--- src/rtl/mafk_pkg.sv ---
// Package for the four-kind moving average block.
// Holds widths, register indexes, averaging kind codes and shared structs.
package mafk_pkg;

   localparam int DefaultMaxWindow = 1024;

   localparam int SampleWidth = 32;
   localparam int LengthWidth = 11;
   localparam int KindWidth   = 2;
   localparam int SumWidth    = 48;
   localparam int WsumWidth   = 56;
   localparam int DivWidth    = 64;

   localparam logic [KindWidth-1:0] KIND_EXP    = 2'd0;
   localparam logic [KindWidth-1:0] KIND_SIMPLE = 2'd1;
   localparam logic [KindWidth-1:0] KIND_WMA    = 2'd2;
   localparam logic [KindWidth-1:0] KIND_WILDER = 2'd3;

   localparam logic CSR_KIND   = 1'b0;
   localparam logic CSR_LENGTH = 1'b1;

   typedef struct packed {
      logic                        start;
      logic signed [DivWidth-1:0]  dividend;
      logic        [DivWidth-1:0]  divisor;
   } div_req_type;

   typedef struct packed {
      logic                        done;
      logic signed [DivWidth-1:0]  quotient;
   } div_rsp_type;

endpackage

--- src/rtl/mafk_divider.sv ---
// Signed restoring divider, one quotient bit per cycle, truncating to zero.
// Depends on mafk_pkg for widths and the request/response structs.
module mafk_divider
   import mafk_pkg::*;
(
   input  logic        clock,
   input  logic        reset,
   input  div_req_type div_req,
   output div_rsp_type div_rsp
);

   localparam int CntWidth = $clog2(DivWidth + 1);

   logic [DivWidth-1:0] rem_ff, rem_in;
   logic [DivWidth-1:0] quo_ff, quo_in;
   logic [DivWidth-1:0] dsr_ff, dsr_in;
   logic                neg_ff, neg_in;
   logic [CntWidth-1:0] cnt_ff, cnt_in;
   logic                busy_ff, busy_in;
   logic                done_ff, done_in;
   logic [DivWidth:0]   trial;
   logic [DivWidth-1:0] rem_shift;

   always_comb begin
      rem_in    = rem_ff;
      quo_in    = quo_ff;
      dsr_in    = dsr_ff;
      neg_in    = neg_ff;
      cnt_in    = cnt_ff;
      busy_in   = busy_ff;
      done_in   = 1'b0;
      rem_shift = {rem_ff[DivWidth-2:0], quo_ff[DivWidth-1]};
      trial     = {1'b0, rem_shift} - {1'b0, dsr_ff};
      if (div_req.start) begin
         rem_in  = '0;
         quo_in  = div_req.dividend[DivWidth-1] ? (~div_req.dividend + 1'b1)
                                                : div_req.dividend;
         dsr_in  = div_req.divisor;
         neg_in  = div_req.dividend[DivWidth-1];
         cnt_in  = CntWidth'(DivWidth);
         busy_in = 1'b1;
      end else if (busy_ff) begin
         rem_in = trial[DivWidth] ? rem_shift : trial[DivWidth-1:0];
         quo_in = {quo_ff[DivWidth-2:0], ~trial[DivWidth]};
         cnt_in = cnt_ff - 1'b1;
         if (cnt_ff == CntWidth'(1)) begin
            busy_in = 1'b0;
            done_in = 1'b1;
         end
      end
   end

   always_ff @(posedge clock) begin
      if (reset) begin
         busy_ff <= 1'b0;
         done_ff <= 1'b0;
         cnt_ff  <= '0;
      end else begin
         busy_ff <= busy_in;
         done_ff <= done_in;
         cnt_ff  <= cnt_in;
      end
      rem_ff <= rem_in;
      quo_ff <= quo_in;
      dsr_ff <= dsr_in;
      neg_ff <= neg_in;
   end

   assign div_rsp.done     = done_ff;
   assign div_rsp.quotient = neg_ff ? (~quo_ff + 1'b1) : quo_ff;

endmodule

--- config.mk ---
export PLATFORM = sky130hd
export DESIGN_NAME = mafk_divider
export DESIGN_NICKNAME = d
export VERILOG_FILES = /design/src/rtl/mafk_pkg.sv /design/src/rtl/mafk_divider.sv
export SDC_FILE = /design/constraint.sdc
export NUM_CORES = 1
export LEC_CHECK = 0
export BUFFER_PORTS_ARGS = -buffer_cell sky130_fd_sc_hd__clkbuf_2
export CAP_MARGIN = 20
export CORE_MARGIN = 1.5
export CORE_UTILIZATION = 50
export DETAILED_ROUTE_END_ITERATION = 12
export HOLD_SLACK_MARGIN = 0.15
export PLACE_DENSITY = 0.7
export SLEW_MARGIN = 20
export SYNTH_ARGS = -nofsm -noshare
export SYNTH_HDL_FRONTEND = slang
export SYNTH_SLANG_ARGS = --single-unit
--- constraint.sdc ---
create_clock -name clock -period 5.4 [get_ports clock]
set_clock_uncertainty 0.15 [all_clocks]
set_input_delay 0.27 -clock clock [delete_from_list [all_inputs] [get_ports clock]]
set_output_delay 0.27 -clock clock [all_outputs]
set_load 0.05 [all_outputs]
==> results of run 1 <==
layout by cell type (no fill, tap or decap), types with 5 or more instances in the layout:
cell,Yosys,layout
clkbuf_2,0,189
a21oi_1,181,180
nor2_1,172,172
edfxtp_1,129,129
dlygate4sd3_1,0,127
nand2_1,120,119
inv_1,100,100
xnor2_1,95,93
o21ai_0,87,87
xor2_1,85,85
dfxtp_1,72,71
ha_1,68,68
a211oi_1,43,43
a21o_1,41,41
o31ai_1,38,38
nor3_1,31,31
nand4_1,25,25
or3_1,26,24
clkbuf_16,0,23
buf_4,2,23
o41ai_1,18,18
or4_1,18,17
nand3_1,16,16
o21bai_1,16,16
o211ai_1,15,15
nand2b_1,13,13
o21a_1,12,12
nor4_1,11,11
o211a_1,11,11
a31oi_1,10,10
a21boi_0,9,9
or2_2,9,9
and3_1,9,9
clkbuf_8,0,9
mux2i_1,8,8
nor2b_1,7,7
and2_1,6,6
or4_4,5,6
nand3b_1,5,5
layout make-up:
class	count	area [um2]
clock buffer	33	673
clock inverter	8	75.1
fill	2380	10200
inverter	100	375
multi-input combinational	1261	8260
sequential	201	5320
tap	378	473
timing repair buffer	346	2490
power by group:
group | total [W] | switching [W] | leakage [nW] | internal, W
combinational | 0.00157 | 0.00101 | 5.12 | 0.000566
sequential | 0.00191 | 0.000120 | 1.86 | 0.00179
clock | 0.00153 | 0.000620 | 0.370 | 0.000915
total | 0.00502 | 0.00175 | 7.34 | 0.00328
Yosys cell counts (all sizes together) (12+ instances only):
master	n
o41ai	19
nand2b	13
nand4	25
o21ai	88
dfxtp	72
o21bai	16
nand2	120
nor3	31
xor2	85
clkbuf	84
nor2	172
o31ai	41
inv	100
a211oi	43
or3	27
nand3	16
ha	68
o211ai	15
xnor2	95
o21a	12
edfxtp	129
or4	23
a21o	41
a21oi	181
registers in the layout (all words and copies together) (netlist names):
register,cells
rem_ff,63
neg_ff,1
busy_ff,1
quo_ff,64
done_ff,1
dsr_ff,64
cnt_ff,7
per-layer routing:
layer	up-vias	global-route usage, %	wire (um)
met5	-	0	0
met4	0	5.45	641
met3	55	2.78	2290
met2	442	43.5	17800
met1	6136	33.8	17200
li1	6560	-	-
path summary, 6_finish.rpt:
| check | cells past startpoint | slack [ns] | from | to |
|---|---|---|---|---|
| worst max register to register | 14 | 1.00 | quo_ff[63] | rem_ff[47] |
| worst min-delay path | 3 | 0.19 | div_req[85] | quo_ff[21] |
| worst min register to register | 2 | 0.35 | cnt_ff[0] | cnt_ff[0] |
| worst max-delay path | 11 | -0.007 | quo_ff[12] | div_rsp[57] |
what timing repair did:
| item | CTS | global route |
|---|---|---|
| hold buffers | 127 | 0 |
| hold endpoints to repair | 136 | 0 |
| resized for setup | 14 | 6 |
| setup endpoints to repair | 5 | 5 |
| buffers inserted | 5 | 4 |
| pin swaps | 0 | 4 |
cell families (layout without fill, tap and decap cells):
| logic type | count (synthesis) | in the layout |
|---|---|---|
| compound gates | 522 | 522 |
| xor+xnor | 180 | 180 |
| fa+ha+maj | 69 | 69 |
| buf+inv | 188 | 487 |
| flops | 201 | 201 |
| mux | 10 | 10 |
| simple gates | 480 | 480 |
critical path, delay by kind of cell (launching register included):
kind	cells	cell delay, ns
simple gates	8	3.36
flops	1	0.49
compound gates	1	0.27
xor+xnor	1	0.17
buf+inv	1	0.18
per-stage QoR:
step / TNS [ns] / total power (W) / cell area, um2
2_1_floorplan: 0 / 0.00302 / 14200
3_3_place_gp: 0 / 0.00338 / 15500
3_5_place_dp: 0 / 0.00340 / 15500
4_1_cts: -0.0771 / 0.00504 / 17600
5_1_grt: -0.294 / 0.00528 / 17700
6_report: -0.00692 / 0.00502 / 17700
==> impl_metrics.json, run 1 <==
{
  "syn_nets": 1850,
  "netlist_area_um2": 14200,
  "track_usage_pct": 25.1,
  "cpMaxStageDelayCell": "or4_4",
  "synth-edff-count": 129,
  "clockBufferDepth": 3,
  "grt_pass1_vias": 12290,
  "violations": "setup timing",
  "yosys-top-cells-area": "edfxtp_1 (27%), dfxtp_1 (10%), a21oi_1 (6.4%)",
  "cp_max_fo": 6,
  "syn2layout_area_growth_pct": 24.2,
  "via_per_inst": 5.67,
  "synth_seq_area_share_pct": 37.4,
  "place_inst": 2150,
  "synth.avg_cell_area_um2": 8.62,
  "layout_setup_ws_ns": -0.00692,
  "grt.overflow.total": 0,
  "async_reset_ff_share_pct": 0,
  "fin_util_pct": 63.4,
  "synth_flop_cell": "edfxtp_1",
  "post-route-drc-count": 0,
  "synthCells": 1650,
  "cts_root_buffer": "clkbuf_16",
  "rows": 61,
  "path_cells": "or4_4 > or3_4 > or4_4 > or4_4 > or2_4 > or3_4 > or4_4 > or4_4 > o41ai_4 > xnor2_2 > buf_8",
  "ys_ff_latch": 201,
  "num_vias": 13193,
  "dieArea_um2": 29500,
  "yosys.area_share.simple_pct": 16.1,
  "irDropWorstVdd_v": 0.000225,
  "p_leak_nw": 7.34,
  "die_w_um": 172,
  "cp_data_required_time_ns": 4.98,
  "drt_iter0_drc": 992,
  "drive_gt1_share_pct": 14.9,
  "synth_mux_area_share_pct": 0.721,
  "antenna_left": 0,
  "die_h_um": 172,
  "max_stage_delay_ns": 0.56,
  "dp_hpwl_um": 26600,
  "start_util_pct": 51.1,
  "period_needed_ns": 5.41,
  "yosysTopAreaCellShare_pct": 27.2,
  "finalCritPeriodShare_pct": 100,
  "tritoncts": "done",
  "setup_viol": 1,
  "clock_sinks": 201,
  "h-tree-depth": 1,
  "clkLatencyLatePin_ns": 0.51,
  "cap_viol_max_count": 0,
  "fin_hold_ws_ns": 0.188,
  "run_status": "finished, violations left",
  "grt_pass1_wl_um": 60200,
  "wl_um": 38000,
  "diodes": 0,
  "drt_first_pass_iters": 5,
  "end_kind": "output pin",
  "synthAdderAreaFrac_pct": 6.12,
  "synth_warnings": 0,
  "finalNetCount": 2133,
  "start_kind": "flip-flop",
  "numCtsBuffers": 23,
  "gp_congestion": 0.968,
  "antenna_found_initial": 0,
  "final_max_slew_viol_count": 0,
  "grt_max_degree": 116,
  "synth_largest_area_cell": "edfxtp_1",
  "instances_no_fill": 2327,
  "power_density_nw_per_um2": 284,
  "fmax_mhz": 185,
  "clk_pin_slew_ns": 0.06,
  "synth_top_family_by_area": "compound AO/OA/AOI/OAI gates",
  "rsz0062_at_grt": "true",
  "synth_xor_area_share_pct": 11.1,
  "crit_path_frequent_cell": "or4_4",
  "synth.distinct_cells": 69,
  "pin_count": 196,
  "arrival_ns": 4.99,
  "io_buffers": 195,
  "core_area_um2": 27900,
  "place_ws_ns": 0.190,
  "synth_compound_area_share_pct": 23.6,
  "worst_slew_pin_slew_ns": 0.900,
  "hold_violations": 0,
  "worstSetupPathType": "reg -> out",
  "wl_per_cell_um": 16.3,
  "slew-limit-headroom_pct": 39.8,
  "hold_path.class": "in -> reg"
}
Power figures use the tool's default switching activity.
==> inputs of run 2 (changes only) <==
--- a/config.mk
+++ b/config.mk
@@ -7,11 +7,12 @@
 export LEC_CHECK = 0
 export BUFFER_PORTS_ARGS = -buffer_cell sky130_fd_sc_hd__clkbuf_2
 export CAP_MARGIN = 20
+export CORE_ASPECT_RATIO = 1.75
 export CORE_MARGIN = 1.5
-export CORE_UTILIZATION = 50
+export CORE_UTILIZATION = 45
 export DETAILED_ROUTE_END_ITERATION = 12
 export HOLD_SLACK_MARGIN = 0.15
-export PLACE_DENSITY = 0.7
+export PLACE_DENSITY = 0.64
 export SLEW_MARGIN = 20
 export SYNTH_ARGS = -nofsm -noshare
 export SYNTH_HDL_FRONTEND = slang
==> run 2 against run 1 <==
The run still ends with setup timing left. Via count fell by 0.22%. Clock power fell by 12%. Final cell count rose by 0.86%. Non-clock buffer count rose by 7. Core utilization fell by 7.0 points. Final area barely moved. Worst hold slack improved by 0.057 ns. Die area rose by 11%. Sequential share of layout area barely moved. Highest routed layer unchanged.
==> impl_metrics.json, run 2 (synthesized netlist as in run 1, its figures left out) <==
{
  "place_ws_ns": 0.197,
  "die_h_um": 238,
  "grt_pass1_wl_um": 65200,
  "die_w_um": 137,
  "start_util_pct": 45.4,
  "final_cell_area_um2": 17700,
  "wl_um": 41000,
  "largestRegisters": "dsr_ff: 64 flops, quo_ff: 64 flops, rem_ff: 63 flops",
  "rsz0062_at_grt": "true",
  "fmax_mhz": 177,
  "antenna_found_initial": 0,
  "setup_viol": 5,
  "grt_pass1_vias": 13347,
  "layout_setup_ws_ns": -0.257,
  "run_status": "finished, violations left",
  "worst_slew_pin_slew_ns": 0.831,
  "p_leak_nw": 7.32,
  "final_cell_mix": "clkbuf_2 (189), a21oi_1 (180), nor2_1 (172)",
  "num_vias": 13164,
  "endpoint": "div_rsp[57]",
  "period_needed_ns": 5.66,
  "power_density_nw_per_um2": 275,
  "final_max_slew_viol_count": 0,
  "irDropWorstVdd_v": 0.000227,
  "instances_no_fill": 2347,
  "clock_sinks": 201,
  "gp_congestion": 0.945,
  "core_area_um2": 31300,
  "numCtsBuffers": 20,
  "finalNetCount": 2137,
  "via_per_inst": 5.61,
  "cp_data_required_time_ns": 4.98,
  "drt_first_pass_iters": 5,
  "finalCritPeriodShare_pct": 105,
  "antenna_left": 0,
  "arrival_ns": 5.24,
  "drive_gt1_share_pct": 15.0,
  "io_buffers": 195,
  "worstSetupPathType": "reg -> out",
  "end_kind": "output pin",
  "rows": 86,
  "violations": "setup timing",
  "fin_util_pct": 56.4,
  "power_w": 0.00485,
  "dieArea_um2": 32700,
  "cap_viol_max_count": 0,
  "pin_count": 196,
  "hold_violations": 0,
  "cts_root_buffer": "clkbuf_16",
  "rrSetupSlack_ns": 1.21,
  "post-route-drc-count": 0,
  "hold_path.class": "in -> reg",
  "track_usage_pct": 25.1,
  "r2r-end": "rem_ff[27]",
  "start_kind": "flip-flop",
  "drt_iter0_drc": 566,
  "clkLatencyLatePin_ns": 0.51,
  "clk_pin_slew_ns": 0.06,
  "r2r-start": "quo_ff[63]",
  "diodes": 0,
  "clockBufferDepth": 3,
  "slew-limit-headroom_pct": 43.9,
  "cp-startpoint": "quo_ff[5]",
  "cp_max_fo": 4,
  "wl_per_cell_um": 17.5,
  "grt.overflow.total": 0,
  "rr_worst_depth": 14,
  "final_common_cell": "clkbuf_2",
  "syn2layout_area_growth_pct": 24.1,
  "place_inst": 2167,
  "place_area_um2": 15500,
  "grt_max_degree": 132,
  "dp_hpwl_um": 29600,
  "h-tree-depth": 1,
  "tritoncts": "done"
}
[run 2: report_power, final]
part	internal, W	switching, W
clock network	0.000753	0.000599
registers	0.00179	0.000122
logic	0.000575	0.00101
total	0.00312	0.00173
[run 2: stage by stage]
| stage | TNS (ns) | hold WS, ns |
|---|---|---|
| 2_1_floorplan | 0 | 0.189 |
| 3_3_place_gp | 0 | 0.296 |
| 3_5_place_dp | 0 | 0.299 |
| 4_1_cts | -0.606 | 0.286 |
| 5_1_grt | -1.24 | 0.291 |
| 6_report | -0.762 | 0.245 |
[run 2: timing repair]
| action | 4_1_cts | 5_1_grt |
|---|---|---|
| endpoints found under the hold margin | 136 | 0 |
| gates resized for setup | 15 | 7 |
| pin swaps | 6 | 6 |
| setup endpoints to repair | 5 | 6 |
| buffers inserted | 12 | 4 |
| hold buffers | 128 | 0 |
[run 2: area by class of cell]
cell class,count,area [um2]
well taps,396,495
repair buffers,353,2560
flip-flops and latches,201,5320
clock buffers,29,586
fillers,2839,13700
multi-input cells,1261,8280
clock inverters,7,35.0
inverters,100,375
[run 2: critical path, stage by stage (launching register included)]
cell,delay [ns]
edfxtp_1,0.40
or3_4,0.39
or4_4,0.51
or4_4,0.58
or4_4,0.46
or2_4,0.27
or3_4,0.34
or4_4,0.43
or4_4,0.47
o41ai_4,0.43
xnor2_1,0.20
clkbuf_8,0.23
[run 2: worst min path at each step]
stage,startpoint,endpoint,slack [ns],depth (start not counted)
final,div_req[128],dsr_ff[40],0.24,1
after global routing,div_req[24],dsr_ff[24],0.29,2
after CTS,div_req[25],dsr_ff[25],0.29,2
after detailed placement,div_req[45],dsr_ff[45],0.30,1
after global placement,div_req[49],dsr_ff[49],0.30,1
after floorplan,reset,cnt_ff[6],0.19,1
[run 2: metal layers]
| layer | routed length, um | global-route usage, % |
|---|---|---|
| met5 | 0 | 0 |
| met2 | 21800 | 47.3 |
| met1 | 15100 | 25.2 |
| met3 | 1600 | 3.40 |
| met4 | 2550 | 15.6 |
==> inputs of run 3 (changes only) <==
==> constraint.sdc (replaced) <==
create_clock -name clock -period 5.5 [get_ports clock]
set_clock_uncertainty 0.15 [all_clocks]
set_input_delay 0.275 -clock clock [delete_from_list [all_inputs] [get_ports clock]]
set_output_delay 0.275 -clock clock [all_outputs]
set_load 0.05 [all_outputs]
==> run 3 against run 2 <==
The run still ends with setup timing left. Global-route usage down 0.68 points. Critical path depth unchanged. Final area grew 1.1%. Worst hold slack improved by 0.0063 ns. Final cell count up 0.55%. First-iteration DRC count rose by 6.0%. Non-clock buffer count is 9 higher. Via count down 0.26%. Largest cell class unchanged. Largest power group unchanged.
==> impl_metrics.json, run 3 (synthesized netlist as in run 1, its figures left out) <==
{
  "run_status": "finished, violations left",
  "violations": "setup timing",
  "grt_max_degree": 119,
  "top_layer_used": "met4",
  "dp_hpwl_um": 29200,
  "io_buffers": 195,
  "whs_path_depth": 2,
  "num_vias": 13130,
  "n_fill_cell": 2800,
  "start_kind": "flip-flop",
  "power_density_nw_per_um2": 280,
  "diodes": 0,
  "hold_end": "neg_ff",
  "max_stage_delay_ns": 0.58,
  "rr_worst_depth": 14,
  "final_max_slew_viol_count": 0,
  "worst_slew_pin_slew_ns": 0.920,
  "wl_um": 40500,
  "grt_pass1_vias": 13012,
  "cpMaxStageDelayCell": "or4_4",
  "antenna_found_initial": 0,
  "rrSetupSlack_ns": 1.28,
  "worstSetupPathType": "reg -> out",
  "pin_count": 196,
  "place_ws_ns": 0.304,
  "finalCritPeriodShare_pct": 101,
  "r2r-start": "quo_ff[63]",
  "cts_root_buffer": "clkbuf_16",
  "irDropWorstVdd_v": 0.000245,
  "rsz0062_at_grt": "true",
  "finalNetCount": 2148,
  "hold_path.class": "in -> reg",
  "largestRegisters": "dsr_ff: 64 flops, quo_ff: 64 flops, rem_ff: 63 flops",
  "cp_max_fo": 5,
  "clockBufferDepth": 3,
  "hold_violations": 0,
  "end_kind": "output pin",
  "syn2layout_area_growth_pct": 25.4,
  "multiInputGateArea_um2": 8250,
  "h-tree-depth": 1,
  "drive_gt1_share_pct": 15.3,
  "seq_area_um2": 5320,
  "grt_pass1_wl_um": 63700,
  "layout_setup_ws_ns": -0.0291,
  "cp_data_required_time_ns": 5.08,
  "routed-wl-met3_um": 1520,
  "via_per_inst": 5.56,
  "numCtsBuffers": 22,
  "rows": 86,
  "clkLatencyLatePin_ns": 0.54,
  "slew-limit-headroom_pct": 38.6,
  "p_leak_nw": 7.42,
  "wl_met2_um": 21800,
  "fmax_mhz": 181,
  "crit_path_frequent_cell": "or4_4",
  "final_common_cell": "clkbuf_2",
  "grt.overflow.total": 0,
  "cap_viol_max_count": 0,
  "tritoncts": "done",
  "path_cells": "or3_4 > or4_4 > or4_4 > or4_4 > or2_4 > or3_4 > or4_4 > or4_4 > o41ai_4 > xnor2_1 > clkbuf_8",
  "wl_per_cell_um": 17.2,
  "setup_viol": 1,
  "clk_pin_slew_ns": 0.06,
  "fin_hold_ws_ns": 0.251,
  "r2r-end": "rem_ff[27]",
  "post-route-drc-count": 0,
  "min_from": "div_req[127]",
  "core_area_um2": 31300,
  "period_needed_ns": 5.53,
  "final_cell_mix": "clkbuf_2 (189), a21oi_1 (180), nor2_1 (172)",
  "drt_iter0_drc": 600,
  "gp_congestion": 0.944,
  "wl_met1_um": 15100,
  "track_usage_pct": 24.4,
  "die_w_um": 137,
  "clock_sinks": 201,
  "antenna_left": 0,
  "drt_first_pass_iters": 5,
  "start_util_pct": 45.4,
  "arrival_ns": 5.10,
  "die_h_um": 238,
  "dieArea_um2": 32700
}
==> run 3: changes by cell type in the layout (fill, tap and decap cells not counted), moves of 2 or more <==
cell / before / now
bufinv_16: 0 / 2
clkbuf_1: 5 / 1
dlygate4sd3_1: 128 / 134
buf_4: 27 / 32
clkbuf_16: 21 / 24
==> run 3: final cells by class <==
| cell class | instances | area share [%] |
|---|---|---|
| clock buffer | 28 | 3.62 |
| clock inverter | 12 | 0.687 |
| inverter | 100 | 2.10 |
| multi-input combinational | 1261 | 46.2 |
| sequential | 201 | 29.8 |
| tap | 396 | 2.78 |
| timing repair buffer | 362 | 14.8 |
==> run 3: worst max-delay path by stage <==
| stage | startpoint | endpoint | slack [ns] |
|---|---|---|---|
| floorplan | quo_ff[15] | div_rsp[57] | 0.50 |
| global placement | quo_ff[15] | div_rsp[57] | 0.33 |
| detailed placement | quo_ff[14] | div_rsp[57] | 0.30 |
| CTS | quo_ff[4] | div_rsp[61] | -0.06 |
| global route | quo_ff[4] | div_rsp[57] | -0.10 |
| finish | quo_ff[4] | div_rsp[57] | -0.03 |
==> run 3: timing repair <==
| action | CTS | global route |
|---|---|---|
| setup buffers | 12 | 6 |
| pin swaps | 3 | 5 |
| hold buffers | 134 | 0 |
| resized for setup | 15 | 3 |
| endpoints found under the hold margin | 137 | 0 |
| endpoints found under the setup margin | 5 | 5 |
==> run 3: power by group <==
part           switching [W]  internal (W)
Combinational       0.000982      0.000568
Sequential          0.000122       0.00176
Clock               0.000639      0.000928
Total                0.00174       0.00326
==> run 3: through the flow <==
step | utilization, % | cells | TNS, ns | power, W | instance area (um2)
2_1_floorplan | - | 1650 | 0 | 0.00297 | 14200
3_3_place_gp | 49.5 | 2168 | 0 | 0.00334 | 15500
3_5_place_dp | 49.5 | 2168 | 0 | 0.00335 | 15500
4_1_cts | 56.8 | 2354 | -0.212 | 0.00505 | 17800
5_1_grt | 57.0 | 2360 | -0.321 | 0.00525 | 17800
6_report | 57.0 | 2360 | -0.0291 | 0.00500 | 17800
==> run 3: worst max-delay path: cells and delay by family (launching register included) <==
family	cells	cell delay [ns]
buffers and inverters	1	0.22
AND/OR/NAND/NOR	8	3.47
AO/OA/AOI/OAI	1	0.26
flip-flops	1	0.41
XOR/XNOR	1	0.18
==> run 3: layer usage <==
metal	vias to the layer above	track usage, %
met3	114	2.61
met4	0	13.7
met5	-	0
met2	317	46.5
met1	6116	25.2
li1	6583	-
